## src/rtl/fir_pkg.sv

```systemverilog
// Shared types and constants for the FIR filter.
`timescale 1ns / 1ps
package fir_pkg;

  // Default sizes of the filter.
  localparam int unsigned MAX_TAPS_DEF    = 64;
  localparam int unsigned SAMPLE_BITS_DEF = 16;
  localparam int unsigned COEFF_BITS_DEF  = 16;

  // Fixed field widths.
  localparam int unsigned IDX_BITS      = 6;
  localparam int unsigned OUT_BITS      = 38;
  localparam int unsigned OUT_TDATA_W   = ((OUT_BITS + 7) / 8) * 8;
  localparam int unsigned TAPS_REG_BITS = 7;

  localparam logic [TAPS_REG_BITS-1:0] TAPS_RESET = TAPS_REG_BITS'(64);

  // Item kinds carried on tuser.
  localparam logic MODE_SAMPLE = 1'b0;
  localparam logic MODE_COEFF  = 1'b1;

  // Sequencer states.
  typedef enum logic [1:0] {
    StIdle,
    StAlign,
    StMult,
    StSum
  } state_e;

  // Per-cycle commands from the sequencer to every cell.
  typedef struct packed {
    logic shift_sample;  // shift the delay line by one sample
    logic coef_we;       // write one coefficient
    logic rotate;        // rotate the coefficient ring by one cell
    logic load_prod;     // capture the masked product in each cell
  } ctrl_t;

endpackage

```

## src/rtl/fir_cell.sv

```systemverilog
// One cell of the filter chain: a delay-line tap, a coefficient slot, a multiplier and an adder.
`timescale 1ns / 1ps
module fir_cell #(
  parameter int unsigned IDX         = 0,
  parameter int unsigned MAX_TAPS    = fir_pkg::MAX_TAPS_DEF,
  parameter int unsigned SAMPLE_BITS = fir_pkg::SAMPLE_BITS_DEF,
  parameter int unsigned COEFF_BITS  = fir_pkg::COEFF_BITS_DEF
) (
  input  logic                                  clk_i,
  input  logic                                  rst_ni,
  input  fir_pkg::ctrl_t                        ctrl_i,
  input  logic [$clog2(MAX_TAPS+1)-1:0]         taps_i,
  input  logic signed [SAMPLE_BITS-1:0]         sample_i,
  output logic signed [SAMPLE_BITS-1:0]         sample_o,
  input  logic signed [COEFF_BITS-1:0]          coef_i,
  output logic signed [COEFF_BITS-1:0]          coef_o,
  input  logic [fir_pkg::IDX_BITS-1:0]          wr_index_i,
  input  logic signed [COEFF_BITS-1:0]          wr_value_i,
  input  logic signed [fir_pkg::OUT_BITS-1:0]   psum_i,
  output logic signed [fir_pkg::OUT_BITS-1:0]   psum_o
);
  import fir_pkg::*;

  // At rest this slot holds the coefficient for tap MAX_TAPS-1-IDX.
  localparam int unsigned CoefK = MAX_TAPS - 1 - IDX;

  logic signed [SAMPLE_BITS-1:0]            sample_q;
  logic signed [COEFF_BITS-1:0]             coef_q;
  logic signed [SAMPLE_BITS+COEFF_BITS-1:0] prod;
  logic signed [OUT_BITS-1:0]               prod_q;
  logic signed [OUT_BITS-1:0]               psum_d, psum_q;
  logic                                     wr_hit;
  logic                                     in_window;

  assign wr_hit    = ctrl_i.coef_we && (32'(wr_index_i) == 32'(CoefK));
  assign in_window = 32'(IDX) < 32'(taps_i);

  // Delay-line tap and coefficient slot.
  always_ff @(posedge clk_i or negedge rst_ni) begin
    if (!rst_ni) begin
      sample_q <= '0;
      coef_q   <= '0;
    end else begin
      if (ctrl_i.shift_sample) begin
        sample_q <= sample_i;
      end
      if (wr_hit) begin
        coef_q <= wr_value_i;
      end else if (ctrl_i.rotate) begin
        coef_q <= coef_i;
      end
    end
  end

  // Product of the aligned pair, zero outside the active window.
  assign prod = sample_q * coef_q;

  always_ff @(posedge clk_i) begin
    if (ctrl_i.load_prod) begin
      prod_q <= in_window ? OUT_BITS'(prod) : '0;
    end
  end

  // Partial sum ripples one cell toward the chain head each cycle.
  assign psum_d = prod_q + psum_i;

  always_ff @(posedge clk_i) begin
    psum_q <= psum_d;
  end

  assign sample_o = sample_q;
  assign coef_o   = coef_q;
  assign psum_o   = psum_q;

endmodule

```

## config.mk

```make
export PLATFORM = sky130hd
export DESIGN_NAME = fir_cell
export DESIGN_NICKNAME = d
export VERILOG_FILES = /design/src/rtl/fir_pkg.sv /design/src/rtl/fir_cell.sv
export SDC_FILE = /design/constraint.sdc
export NUM_CORES = 1
export LEC_CHECK = 0
export BUFFER_PORTS_ARGS = -buffer_cell sky130_fd_sc_hd__buf_2
export CAP_MARGIN = 20
export CORE_ASPECT_RATIO = 1.1
export CORE_MARGIN = 4
export CORE_UTILIZATION = 55
export DETAILED_ROUTE_END_ITERATION = 12
export PLACE_DENSITY = 0.79
export SYNTH_ARGS = -nofsm -noshare
export SYNTH_HDL_FRONTEND = slang
export SYNTH_SLANG_ARGS = --single-unit
```

## constraint.sdc

```tcl
create_clock -name clk_i -period 5.5 [get_ports clk_i]
set_input_delay 0.275 -clock clk_i [delete_from_list [all_inputs] [get_ports clk_i]]
set_output_delay 0.275 -clock clk_i [all_outputs]
set_load 0.02 [all_outputs]
```

Word level (Yosys, flattened, before mapping)
Index checks and enable logic that the tools add are counted.
{ "totals": {"ramBits": 0, "inputBits": 105, "wordCells": 12, "n_memories": 0, "latchBits": 0, "rom_bits": 0, "regBits": 102, "out_inout_bits": 70} }
{ "op_classes": {"n_bitwise": 0, "n_lt_le_gt_ge": 1, "reduce_logical": 2, "mux": 2, "shift": 0, "n_mul": 1, "eq_ne": 1, "div_mod_pow": 0, "add_sub_neg": 1} }
{ "ops": {"columns": ["operator", "n"], "rows": [
  ["$add 32x38->38", 1],
  ["$mul 16x16->32", 1],
  ["$mux 16", 2],
  ["$lt 1x7->1 const A", 1],
  ["$eq 6x6->1 const B", 1],
  ["$reduce_bool 2->1", 1],
  ["$logic_and 1x1->1", 1]
]} }

Longest topological paths before layout
{ "depth": {"ltp_word": 3, "depth_mapped": 23, "mapped_depth_nobuf": 22} }

Worst setup path before layout
Ideal clock, no wire load.
{ "synth_timing": {"path_type": "register to register", "from": "register coef_q[1] (netlist: coef_o[1])", "to": "register prod_q[27] (data pin)", "slack_ns": -0.731, "required_ns": 5.234, "setup_ns": 0.266, "arrival_time_ns": 5.965, "path_stages_with_launch": 21, "cell_sequence": "dfrtp_1 clkbuf_1 nand2_1 inv_1 fa_1 fa_1 fa_1 fa_1 fa_1 inv_1 fa_1 inv_1 ha_1 and2_1 and3_1 a41oi_1 o21ai_0 o41ai_2 o21ba_2 xor2_1 nor2_1"} }
{ "synth_via": {"elab_chain_cells": 1} }
{ "synth_rtl": {"columns": ["element", "line", "rtl"], "rows": [
  ["from (decl)", "fir_cell.sv:28", "logic signed [COEFF_BITS-1:0] coef_q;"],
  ["from (signal assigned)", "fir_cell.sv:48", "coef_q <= wr_value_i;"],
  ["from (signal assigned)", "fir_cell.sv:50", "coef_q <= coef_i;"],
  ["$mul 16x16->32", "fir_cell.sv:56", "assign prod = sample_q * coef_q;"],
  ["to (signal assigned)", "fir_cell.sv:60", "prod_q <= in_window ? OUT_BITS'(prod) : '0;"],
  ["to (decl)", "fir_cell.sv:30", "logic signed [OUT_BITS-1:0] prod_q;"]
]} }
Every way passes these cells.
A chain may end at the register's enable or synchronous reset.

Worst setup path after layout
{ "layout_timing": {"from": "register coef_q[2] (netlist: coef_o[2])", "to": "register prod_q[30] (data pin)"} }
Same word-level chain as after synthesis.

==> impl_metrics.yaml <==
status:
  status: "complete, but fails checks"
  violations: "setup timing"
place:
  port-buffer-count: 174
  place_hpwl_um: 30500
  place_congestion: 0.926
  dp.cells: 2247
  dp_slack_ns: -0.612
global_route:
  grt_pass1_wl_um: 63200
  grt_pass1_vias: 12860
  track_usage: 0.254
  overflow: 0
  antenna_found_initial: 1
  grt_start_max_net_pins: 35
timing:
  tns_ns: -5.09
  fin_crit_ns: 6.01
  worst_slack_ns: -0.508
  slew_headroom: 0.523
  fmax_ghz: 0.166
  hold_violations: 0
  skew_ns: 0.0149
  rsz0062_at_grt: "yes"
  tightestPinTransition_ns: 0.715
  setup_viol_count_final: 18
  finalMaxSlewViolations: 0
  min_period_over_period: 1.09
cells_and_area:
  final_util: 0.688
  syn_to_final_growth_pct: 23.0
  fillers: 2010
  layout_common_cells: "321 x inv_1, 250 x fa_1, 174 x buf_2, 173 x buf_4, 158 x nand2_1"
  fin_nets: 2422
  final_common_cell: "inv_1"
  layout.cells.non_filler: 2298
  drive_above_1_share: 0.270
setup_path:
  critical_path_required_ns: 5.62
  arrival_ns: 6.13
  critical_path_class: "reg -> reg"
  startpoint_type: "flip-flop"
  endpoint_kind: "flip-flop"
  crit_path_max_fanout: 5
clock_network:
  clk_latency_ns: 0.38
  clock_sinks: 102
  root_buffer: "clkbuf_16"
  clk_pin_slew_ns: 0.07
  cts_tree: "done"
  cts_inserted_buffers: 9
  cts_max_level: 3
  cts_buffer_depth: 2
detailed_routing:
  ant_nets: 0
  drtPass1Iterations: 5
  drc_errors: 0
  totalWireLength_um: 37700
  dr_total_vias: 11971
  viasPerCell: 5.21
  wl_per_cell_um: 16.4
  drt_iter0_markers: 731
floorplan:
  num_rows: 63
  die_width_um: 166
  core_um2: 27000
  die_area_um2: 30200
  start_util: 0.559
  die_h_um: 182
  pin_count: 175
logic_synthesis:
  synth_cells: 1608
  synth_ff_type: "dfxtp_1"
  netlist_area_um2: 15100
  synth-async-reset-ratio: 0.314
  syn-num-nets: 2095
  ys_seq_area_frac: 0.167
  synth_edf_count: 32
  yosysWarnings: 0
  ys_ff_latch: 102
  postSynthAreaPerCell_um2: 9.40
  synth_cell_types: 65
flow_run:
  drv_cap: 0
hold_path:
  hp-class: "in -> reg"
-- worst paths after layout --
path / startpoint / to / slack (ns) / depth (start not counted)
worst max register to register: coef_o[2] / prod_q[30] / -0.51 / 22
worst max-delay path: coef_o[2] / prod_q[30] / -0.51 / 22
worst min register to register: prod_q[0] / psum_o[0] / 0.48 / 1
min in group asynchronous: rst_ni / sample_o[13] / 0.51 / 2
worst min-delay path: wr_value_i[0] / coef_o[0] / 0.10 / 3
max in group asynchronous: rst_ni / sample_o[6] / 4.48 / 2
-- repair_timing --
action	4_1_cts	5_1_grt
hold endpoints to repair	32	0
resized for setup	53	51
setup endpoints to repair	17	20
setup buffers	17	17
pin swaps	31	36
hold buffers	1	0
-- area by class of cell --
cell class	count	area, um^2	share of cell area
inverters	335	1260	0.0676
clock buffers	12	246	0.0133
diodes	1	2.50	0.000135
well taps	357	447	0.0240
flip-flops and latches	102	2550	0.137
multi-input cells	1123	11700	0.627
clock inverters	4	28.8	0.00155
repair buffers	364	2410	0.130
-- registers in the layout, indices dropped and copies added (netlist names) --
register / count
psum_o: 38
prod_q: 32
coef_o: 16
sample_o: 16
-- critical path, stage by stage, from the launching register on --
cell and delay [ns]:
dfrtp_2 0.43, buf_6 0.15, and2_4 0.16, fa_1 0.55, inv_2 0.04, fa_2 0.46
fa_1 0.53, inv_2 0.04, fa_1 0.48, fa_1 0.50, inv_2 0.04, fa_1 0.50
inv_2 0.05, ha_4 0.25, buf_4 0.14, nand2_1 0.11, nor2_1 0.09, a221oi_4 0.33
a21oi_2 0.13, o221ai_2 0.22, a21oi_2 0.10, nor4bb_1 0.13, or3_1 0.33
-- cells in the mapped netlist, types with 2 or more instances --
cell type / instances / area share
a221oi_2: 2 / 0.0020
a21boi_0: 5 / 0.0025
inv_1: 335 / 0.083
o211ai_1: 12 / 0.0060
a21oi_1: 43 / 0.014
xor2_1: 14 / 0.0081
nand2b_1: 15 / 0.0062
a31o_2: 2 / 0.0012
nor3_1: 15 / 0.0050
mux2_2: 16 / 0.012
a31oi_1: 4 / 0.0017
a221oi_1: 2 / 0.0012
or3_1: 5 / 0.0021
and2_1: 129 / 0.053
nand4_1: 5 / 0.0021
a22o_1: 3 / 0.0017
clkbuf_1: 46 / 0.011
nor2b_1: 7 / 0.0029
nand2_1: 164 / 0.041
o21bai_1: 8 / 0.0040
ha_1: 119 / 0.098
nor4_1: 6 / 0.0025
fa_1: 263 / 0.35
o21ai_0: 49 / 0.016
o31ai_1: 2 / 0.00099
a21o_1: 19 / 0.0094
nor2_1: 71 / 0.018
mux2i_1: 17 / 0.011
a2111oi_0: 2 / 0.0012
edfxtp_1: 32 / 0.064
nand3_1: 16 / 0.0053
a211oi_1: 13 / 0.0065
dfxtp_1: 38 / 0.050
and3_1: 11 / 0.0046
o21ai_2: 2 / 0.0012
xnor2_1: 42 / 0.024
o2111ai_1: 2 / 0.0012
o21a_1: 12 / 0.0060
dfrtp_1: 32 / 0.053
nor3b_1: 3 / 0.0015
-- per-layer routing --
layer  global-route usage  vias up  routed length (um)
met5                    0        -                   0
met4               0.0693        0                 840
met3               0.0379       67                2080
met2                0.441      411               18700
met1                0.334     5812               16100
li1                     -     5681                   -
-- logic make-up after synthesis --
logic type | after synthesis | synth area share
adders and majority gates | 382 | 0.447
buffers and inverters | 383 | 0.0952
DFF | 102 | 0.167
AOI/OAI and AO/OA | 199 | 0.0885
muxes | 33 | 0.0232
xor gates and xnor gates | 56 | 0.0324
and+or+nand+nor | 453 | 0.147
-- metrics by stage --
| stage | hold WS, ns | area [um^2] |
|---|---|---|
| 2_1_floorplan | -0.0206 | 15400 |
| 5_1_grt | 0.114 | 18600 |
| 6_report | 0.103 | 18600 |
| 3_5_place_dp | 0.361 | 17600 |
| 3_3_place_gp | 0.349 | 17600 |
| 4_1_cts | 0.0934 | 18300 |
Power is left out: the tool's default activity adds up to more than one toggle a clock period on the data nets, which glitch-free logic cannot reach.
