==> src/rtl/fir_pkg.sv <==
// Shared types and constants for the FIR filter.
`timescale 1ns / 1ps
package fir_pkg;

  // Default sizes of the filter.
  localparam int unsigned MAX_TAPS_DEF    = 64;
  localparam int unsigned SAMPLE_BITS_DEF = 16;
  localparam int unsigned COEFF_BITS_DEF  = 16;

  // Fixed field widths.
  localparam int unsigned IDX_BITS      = 6;
  localparam int unsigned OUT_BITS      = 38;
  localparam int unsigned OUT_TDATA_W   = ((OUT_BITS + 7) / 8) * 8;
  localparam int unsigned TAPS_REG_BITS = 7;

  localparam logic [TAPS_REG_BITS-1:0] TAPS_RESET = TAPS_REG_BITS'(64);

  // Item kinds carried on tuser.
  localparam logic MODE_SAMPLE = 1'b0;
  localparam logic MODE_COEFF  = 1'b1;

  // Sequencer states.
  typedef enum logic [1:0] {
    StIdle,
    StAlign,
    StMult,
    StSum
  } state_e;

  // Per-cycle commands from the sequencer to every cell.
  typedef struct packed {
    logic shift_sample;  // shift the delay line by one sample
    logic coef_we;       // write one coefficient
    logic rotate;        // rotate the coefficient ring by one cell
    logic load_prod;     // capture the masked product in each cell
  } ctrl_t;

endpackage

==> src/rtl/fir_ctrl.sv <==
// Sequencer of the FIR filter: tap register, ring alignment, sum timing and output register.
`timescale 1ns / 1ps
module fir_ctrl #(
  parameter int unsigned MAX_TAPS = fir_pkg::MAX_TAPS_DEF
) (
  input  logic                                clk_i,
  input  logic                                rst_ni,
  input  logic                                cfg_valid_i,
  output logic                                cfg_ready_o,
  input  logic [fir_pkg::TAPS_REG_BITS-1:0]   cfg_data_i,
  input  logic                                in_valid_i,
  output logic                                in_ready_o,
  input  logic                                mode_i,
  output fir_pkg::ctrl_t                      ctrl_o,
  output logic [$clog2(MAX_TAPS+1)-1:0]       taps_o,
  input  logic signed [fir_pkg::OUT_BITS-1:0] psum_i,
  output logic                                out_valid_o,
  input  logic                                out_ready_i,
  output logic signed [fir_pkg::OUT_BITS-1:0] out_data_o
);
  import fir_pkg::*;

  localparam int unsigned TapW = $clog2(MAX_TAPS + 1);
  localparam int unsigned RotW = $clog2(MAX_TAPS);
  localparam int unsigned CntW = $clog2(MAX_TAPS + 1);
  localparam logic [TapW-1:0] TapsMax = TapW'(MAX_TAPS);
  localparam logic [RotW-1:0] RotLast = RotW'(MAX_TAPS - 1);
  localparam logic [CntW-1:0] CntLast = CntW'(MAX_TAPS);

  state_e                     state_d, state_q;
  logic [TAPS_REG_BITS-1:0]   taps_q;
  logic [TapW-1:0]            taps_eff;
  logic [TapW-1:0]            gap;
  logic [RotW-1:0]            shift;
  logic [RotW-1:0]            rot_d, rot_q;
  logic [CntW-1:0]            cnt_d, cnt_q;
  logic                       out_free;
  logic                       out_load;
  logic                       out_valid_q;
  logic signed [OUT_BITS-1:0] out_data_q;

  // Tap count register; writes are taken at any time.
  assign cfg_ready_o = 1'b1;

  always_ff @(posedge clk_i or negedge rst_ni) begin
    if (!rst_ni) begin
      taps_q <= TAPS_RESET;
    end else if (cfg_valid_i) begin
      taps_q <= cfg_data_i;
    end
  end

  // Clamp to the chain length and work out how far the ring must turn.
  assign taps_eff = (32'(taps_q) > 32'(MAX_TAPS)) ? TapsMax : TapW'(taps_q);
  assign gap      = TapsMax - taps_eff;
  assign shift    = (gap == TapsMax) ? '0 : RotW'(gap);
  assign taps_o   = taps_eff;

  assign out_free = !out_valid_q || out_ready_i;

  // Next state.
  always_comb begin
    state_d = state_q;
    unique case (state_q)
      StIdle: begin
        if (in_valid_i && (mode_i == MODE_SAMPLE)) begin
          state_d = StAlign;
        end
      end
      StAlign: begin
        if (rot_q == shift) begin
          state_d = StMult;
        end
      end
      StMult: begin
        state_d = StSum;
      end
      StSum: begin
        if ((cnt_q == CntLast) && out_free) begin
          state_d = StIdle;
        end
      end
      default: begin
        state_d = StIdle;
      end
    endcase
  end

  // Outputs of the sequencer.
  always_comb begin
    in_ready_o          = 1'b0;
    ctrl_o              = '0;
    out_load            = 1'b0;
    unique case (state_q)
      StIdle: begin
        in_ready_o          = 1'b1;
        ctrl_o.shift_sample = in_valid_i && (mode_i == MODE_SAMPLE);
        ctrl_o.coef_we      = in_valid_i && (mode_i == MODE_COEFF);
      end
      StAlign: begin
        ctrl_o.rotate = (rot_q != shift);
      end
      StMult: begin
        ctrl_o.load_prod = 1'b1;
      end
      StSum: begin
        ctrl_o.rotate = (rot_q != '0);
        out_load      = (cnt_q == CntLast) && out_free;
      end
      default: begin
        in_ready_o = 1'b0;
      end
    endcase
  end

  // Ring position and sum cycle counter.
  always_comb begin
    rot_d = rot_q;
    if (ctrl_o.rotate) begin
      rot_d = (rot_q == RotLast) ? '0 : rot_q + RotW'(1);
    end
    cnt_d = cnt_q;
    if (state_q == StMult) begin
      cnt_d = '0;
    end else if ((state_q == StSum) && (cnt_q != CntLast)) begin
      cnt_d = cnt_q + CntW'(1);
    end
  end

  always_ff @(posedge clk_i or negedge rst_ni) begin
    if (!rst_ni) begin
      state_q <= StIdle;
      rot_q   <= '0;
      cnt_q   <= '0;
    end else begin
      state_q <= state_d;
      rot_q   <= rot_d;
      cnt_q   <= cnt_d;
    end
  end

  // Output register decouples the result from the next sample.
  always_ff @(posedge clk_i or negedge rst_ni) begin
    if (!rst_ni) begin
      out_valid_q <= 1'b0;
    end else if (out_load) begin
      out_valid_q <= 1'b1;
    end else if (out_ready_i) begin
      out_valid_q <= 1'b0;
    end
  end

  always_ff @(posedge clk_i) begin
    if (out_load) begin
      out_data_q <= psum_i;
    end
  end

  assign out_valid_o = out_valid_q;
  assign out_data_o  = out_data_q;

  // The coefficient ring is back at rest whenever new items are taken.
  a_ring_home_idle: assert property (@(posedge clk_i) disable iff (!rst_ni)
    state_q == StIdle |-> rot_q == '0)
    else $error("coefficient ring not at rest in idle");

  // Products are captured only with the ring turned by the right amount.
  a_ring_aligned: assert property (@(posedge clk_i) disable iff (!rst_ni)
    state_q == StMult |-> rot_q == shift)
    else $error("coefficient ring misaligned at product capture");

  // A result appears only after the full ripple of the partial sums.
  a_result_after_ripple: assert property (@(posedge clk_i) disable iff (!rst_ni)
    $rose(out_valid_q) |-> $past(state_q == StSum && cnt_q == CntLast))
    else $error("result loaded before the sum settled");

  // Ring position stays inside the chain.
  a_rot_range: assert property (@(posedge clk_i) disable iff (!rst_ni)
    rot_q <= RotLast)
    else $error("ring position out of range");

endmodule

==> config.mk <==
export PLATFORM = sky130hd
export DESIGN_NAME = fir_ctrl
export DESIGN_NICKNAME = d
export VERILOG_FILES = /design/src/rtl/fir_pkg.sv /design/src/rtl/fir_ctrl.sv
export SDC_FILE = /design/constraint.sdc
export NUM_CORES = 1
export LEC_CHECK = 0
export BUFFER_PORTS_ARGS = -buffer_cell sky130_fd_sc_hd__buf_2
export CORE_ASPECT_RATIO = 0.9
export CORE_MARGIN = 4
export CORE_UTILIZATION = 49
export DETAILED_ROUTE_END_ITERATION = 12
export PLACE_DENSITY = 0.8
export SETUP_SLACK_MARGIN = 0.05
export SLEW_MARGIN = 10
export SYNTH_ARGS = -nofsm -noshare
export SYNTH_HDL_FRONTEND = slang
export SYNTH_SLANG_ARGS = --single-unit
==> constraint.sdc <==
create_clock -name clk_i -period 4.08 [get_ports clk_i]
set_clock_uncertainty 0.05 [all_clocks]
set_input_delay 0.612 -clock clk_i [delete_from_list [all_inputs] [get_ports clk_i]]
set_output_delay 0.612 -clock clk_i [all_outputs]
set_load 0.01 [all_outputs]
# Yosys cells after proc, flatten, opt, wreduce, memory -nomap -nowiden
# Index checks and enable logic that the tools add are counted.
# word_totals
regBits,61
in_bits,51
output_inout_bits,52
word_cells,50
# op_classes
add_sub_neg,3
n_lt_le_gt_ge,1
n_eq_ne,12
muxes,16
n_bitwise,1
n_reduce_logical,11
# op_table
op,count
$mux W7,3
$eq A7 B7 Y1 const B,2
$mux W6,2
$mux W2,4
$pmux W2 S4,1
$add A7 B1 Y7 const B,1
$gt A7 B7 Y1 const B,1
$ne A7 B7 Y1 const B,1
$sub A7 B7 Y7 const A,1
$add A6 B1 Y6 const B,1
$eq A6 B6 Y1,1
$eq A6 B6 Y1 const B,1
$ne A2 B2 Y1 const B,3
$ne A6 B6 Y1,1
$reduce_bool A6 Y1,1
$mux W1,5
$eq A2 B2 Y1 const B,2
$logic_and A1 B1 Y1,4
$reduce_bool A2 Y1,2
$reduce_and A3 Y1,1
$eq A2 B1 Y1 const B,1
$logic_not A2 Y1,1
$pmux W1 S2,1
$logic_not A1 Y1,1
other kinds (2),2

# Longest topological paths before layout
# logic_depth
ltp_word,8
depth_mapped,10
ltp_nobuf,9

# Least setup slack after synthesis
# OpenSTA, ideal clock, no wires.
# synth_timing
path_type,reg-to-output
start,register taps_q[6]
end,output ctrl_o[1] (netlist bit)
t_arrival_ps,2755
t_required_ps,3418
setup_slack_ps,663
path_stages_with_launch,11
n_path_buf,1
cell_sequence,dfstp_2 inv_1 nand2_1 ha_1 or3b_2 a211o_1 xnor2_1 or3_1 buf_6 o31ai_4 inv_1
# synth_rtl
element,line_no,text
from (decl),fir_ctrl.sv:31,logic [TAPS_REG_BITS-1:0] taps_q;
from (signal assigned),fir_ctrl.sv:49,taps_q <= cfg_data_i;
to (decl),fir_ctrl.sv:14,"output fir_pkg::ctrl_t ctrl_o,"

==> qor.log <==
INFO  synth          yosys_warning_count=0
INFO  sta            maxSlewViolCount=0
INFO  drt            wire_per_inst=16.3um
INFO  worst_setup_path worstReg2RegStart=taps_q[6]$_DFFE_PN1P_
INFO  finish         fillerInstances=414
INFO  worst_setup_path setup.worst_path.class=reg2out
INFO  worst_setup_path crit-reg2reg-capture=rot_q[1]$_DFFE_PN0P_
INFO  sta            worst_slew_margin=0.335
INFO  power          total_power=1350uW
INFO  worst_setup_path critical_path.startpoint_type=flop
INFO  sta            fin_tns_setup=0ns
INFO  power          ir_drop=0.227mV
INFO  clock_tree     htreeDepth=3
INFO  worst_setup_path cp.arrival=3.17ns
INFO  global_route   grt_remaining_overflow=0
INFO  worst_setup_path cp_slowest_stage_delay=0.59ns
INFO  drt            dr.max_layer_used=met4
INFO  finish         layout.nets=373
INFO  finish         fraction_of_layout_instances_using_a_drive_strength_above_1=0.415
INFO  floorplan      dieArea=0.00681sqmm
INFO  sta            max_slew.worst_pin.slew=0.996ns
INFO  worst_setup_path ff2ff_path_depth=10
INFO  global_route   grt_start_max_net_pins=39
INFO  global_route   grt_first_pass_wirelength=9.45mm
INFO  clock_tree     cts-root-to-sink-buffers=2
INFO  sta            period_share=0.940
INFO  drt            routed-wl-met2=3.06mm
INFO  outcome        status=finished clean
INFO  worst_setup_path crit_path_frequent_cell=sky130_fd_sc_hd__inv_1
INFO  finish         antennaDiodeCount=0
INFO  placement      place_hpwl=4.56mm
INFO  synth          asyncSetResetFlopFracSynth=0.377
INFO  global_route   grt_antenna_before_repair=0
INFO  power          combinationalPowerShare=0.074
INFO  floorplan      die_height=78.7um
INFO  sta            number_of_failing_hold_endpoints_at_the_final_stage=0
INFO  drt            met3_wirelength=580um
INFO  synth          post_syn_instances=209
INFO  floorplan      core=0.00532sqmm
INFO  clock_tree     worstSkewPairLatency=0.34ns
INFO  drt            drc=0
INFO  power          power_frac_clock=0.426
INFO  drt            met1_length=2.54mm
INFO  worst_hold_path timing.hold.worst.class=in2async
INFO  drt            initialDrtViolationCount=84
INFO  finish         syn2layout_area_growth=28.7%
INFO  drt            drt_pass1_iterations=5
INFO  power          powerDensity=386mW/mm^2
INFO  drt            detailroute.via_count=2057
INFO  clock_tree     total_clock_buffers_created_by_cts=9
INFO  clock_tree     cts_root_buf=sky130_fd_sc_hd__clkbuf_8
INFO  worst_setup_path setup.worst_path.end_class=output pin
INFO  global_route   groute.usage.overall=0.186
INFO  clock_tree     clock_transition_at_the_registers_of_the_reported_paths=0.07ns
INFO  sta            period_needed=3.83ns
INFO  synth          ys_ff_latch=61
INFO  clock_tree     cts.sink_count=61
INFO  sta            setup_failing_eps_final=0
INFO  synth          syn-cell-area=0.00272sqmm
INFO  power          power.switching=292uW
INFO  worst_setup_path worstPathMaxFanout=8
INFO  worst_setup_path rrSetupSlack=0.78ns
INFO  placement      port-buffer-count=101
INFO  worst_setup_path critical_path_required=3.42ns
INFO  worst_setup_path timing.critical_path.cells=inv_1 > nand2_1 > ha_2 > or3b_2 > a211o_1 > xnor2_1 > or3_4 > o31ai_4 > inv_1 > buf_2
INFO  drt            routed_wl=6.27mm
INFO  synth          synthesis.area_per_instance=13.0squm
INFO  power          p_seq_frac=0.500
INFO  job            drv.max_cap_violation_count=0
INFO  power          switching_share=0.216
INFO  synth          synth_edf_count=38
INFO  synth          synth_cell_types=49
INFO  floorplan      core.rowCount=25
INFO  synth          synth_fp_nets=269
INFO  worst_setup_path critical_path.slowest_cell=sky130_fd_sc_hd__dfstp_2
INFO  floorplan      pin_count=103
INFO  floorplan      die_width=86.5um
INFO  placement      gp_routability_congestion=0.839
INFO  clock_tree     tritoncts=done
INFO  global_route   first_global_vias=1899
INFO  sta            max_freq=261MHz
INFO  floorplan      initial_core_util=0.512
INFO  power          static-leakage-power=0.00156uW
INFO  drt            vias_per_cell=5.34
INFO  power          cellInternalPower=1060uW
INFO  synth          synth.yosys.seq_area_share=0.632
INFO  drt            drt.antenna.violating_nets=0
INFO  synth          synth-main-ff-cell=sky130_fd_sc_hd__edfxtp_1
INFO  sta            rsz_0062_raised_after_global_routing=no
-- critical path, delay by kind of cell, from the launching register on --
kind,cells,cell delay [ns]
AO/OA/AOI/OAI,2,0.53
XOR/XNOR,1,0.15
adder cells (fa/ha/maj),1,0.24
buffers and inverters,3,0.32
flip-flops,1,0.59
AND/OR/NAND/NOR,3,1.02
-- power groups by stage --
stage               sequential, uW  combinational, uW  clock, uW
floorplan                      685               56.6          0
global placement               687               93.4          0
detailed placement             688               96.4          0
CTS                            676               96.8        588
global route                   676                110        623
finish                         676               99.9        576
-- worst max-delay path by stage --
| stage | start | to | slack (ns) | cells after the start |
|---|---|---|---|---|
| 6_report | taps_q[6]$_DFFE_PN1P_ | ctrl_o[1] | 0.25 | 10 |
| 5_1_grt | taps_q[6]$_DFFE_PN1P_ | ctrl_o[1] | 0.07 | 10 |
| 3_5_place_dp | taps_q[6]$_DFFE_PN1P_ | ctrl_o[1] | 0.33 | 10 |
| 4_1_cts | taps_q[6]$_DFFE_PN1P_ | ctrl_o[1] | 0.12 | 10 |
| 2_1_floorplan | taps_q[6]$_DFFE_PN1P_ | ctrl_o[1] | 0.66 | 10 |
| 3_3_place_gp | taps_q[6]$_DFFE_PN1P_ | ctrl_o[1] | 0.43 | 10 |
-- cell usage after synthesis, drive strengths merged (6+ instances only) --
cell | instances | area share
edfxtp | 38 | 0.42
mux2 | 6 | 0.025
o21ai | 7 | 0.013
ha | 9 | 0.041
nor2 | 10 | 0.014
clkbuf | 6 | 0.0083
nand2 | 10 | 0.014
xnor2 | 7 | 0.023
a21oi | 8 | 0.015
inv | 15 | 0.021
dfrtp | 22 | 0.20
nand3 | 10 | 0.018
-- final cells by class --
cell class / instances / area (sq um) / share of cell area
Clock buffer: 10 / 128 / 0.0364
Inverter: 15 / 56.3 / 0.0161
Multi-Input combinational cell: 123 / 911 / 0.260
Tap cell: 67 / 83.8 / 0.0239
Sequential cell: 61 / 1720 / 0.491
Clock inverter: 6 / 85.1 / 0.0243
Timing Repair Buffer: 103 / 520 / 0.149
-- cells by family (layout without fill, tap and decap cells) --
kind of cell / count (synthesis) / in the layout / share of synthesized area
compound gates: 31 / 31 / 0.0860
simple gates: 62 / 62 / 0.125
flops: 61 / 61 / 0.632
mux: 7 / 7 / 0.0285
buf+inv: 25 / 134 / 0.0391
fa+ha+maj: 9 / 9 / 0.0414
xor+xnor: 13 / 13 / 0.0469
other cells: 1 / 1 / 0.00138
-- cell usage in the layout (no fill, tap or decap), types with 5 or more instances in the layout --
master	netlist	routed
sky130_fd_sc_hd__a21oi_1	8	8
sky130_fd_sc_hd__edfxtp_1	38	38
sky130_fd_sc_hd__o21ai_0	7	7
sky130_fd_sc_hd__nor2_1	10	9
sky130_fd_sc_hd__nand4_1	5	5
sky130_fd_sc_hd__nand2_1	10	10
sky130_fd_sc_hd__dfrtp_1	22	22
sky130_fd_sc_hd__nand3_1	10	10
sky130_fd_sc_hd__clkbuf_8	0	9
sky130_fd_sc_hd__xnor2_1	7	7
sky130_fd_sc_hd__ha_1	9	8
sky130_fd_sc_hd__nor2b_1	5	5
sky130_fd_sc_hd__inv_1	15	15
sky130_fd_sc_hd__mux2_2	5	5
sky130_fd_sc_hd__xor2_1	5	5
sky130_fd_sc_hd__buf_2	1	101
-- through the flow --
| step | std cells | hold slack [ns] | worst slack (ns) | cell area, sq um | utilization |
|---|---|---|---|---|---|
| after floorplan | 209 | 0.266 | 0.663 | 2720 | - |
| after global placement | 367 | 0.446 | 0.429 | 3270 | 0.614 |
| after detailed placement | 367 | 0.461 | 0.326 | 3270 | 0.614 |
| after CTS | 384 | 0.212 | 0.116 | 3490 | 0.656 |
| after global routing | 385 | 0.217 | 0.0718 | 3500 | 0.659 |
| final | 385 | 0.208 | 0.246 | 3500 | 0.659 |
-- flip-flops by register name, summed over array words and instances (netlist names) --
name         count
out_data_o      38
cnt_q            7
taps_q           7
rot_q            6
state_q          2
out_valid_o      1
-- timing repair --
action | CTS | global route
gates resized for setup | 0 | 2
setup endpoints to repair | 1 | 1
hold buffers | 0 | 0
endpoints found under the hold margin | 0 | 0
pin swaps | 1 | 0
buffers inserted | 1 | 1
-- per-layer routing --
layer  vias up  global-route usage
met5         -                   0
met4         0              0.0748
met3        10              0.0661
met2        94               0.302
met1       984               0.225
li1        969                   -
Power figures use the tool's default switching activity.
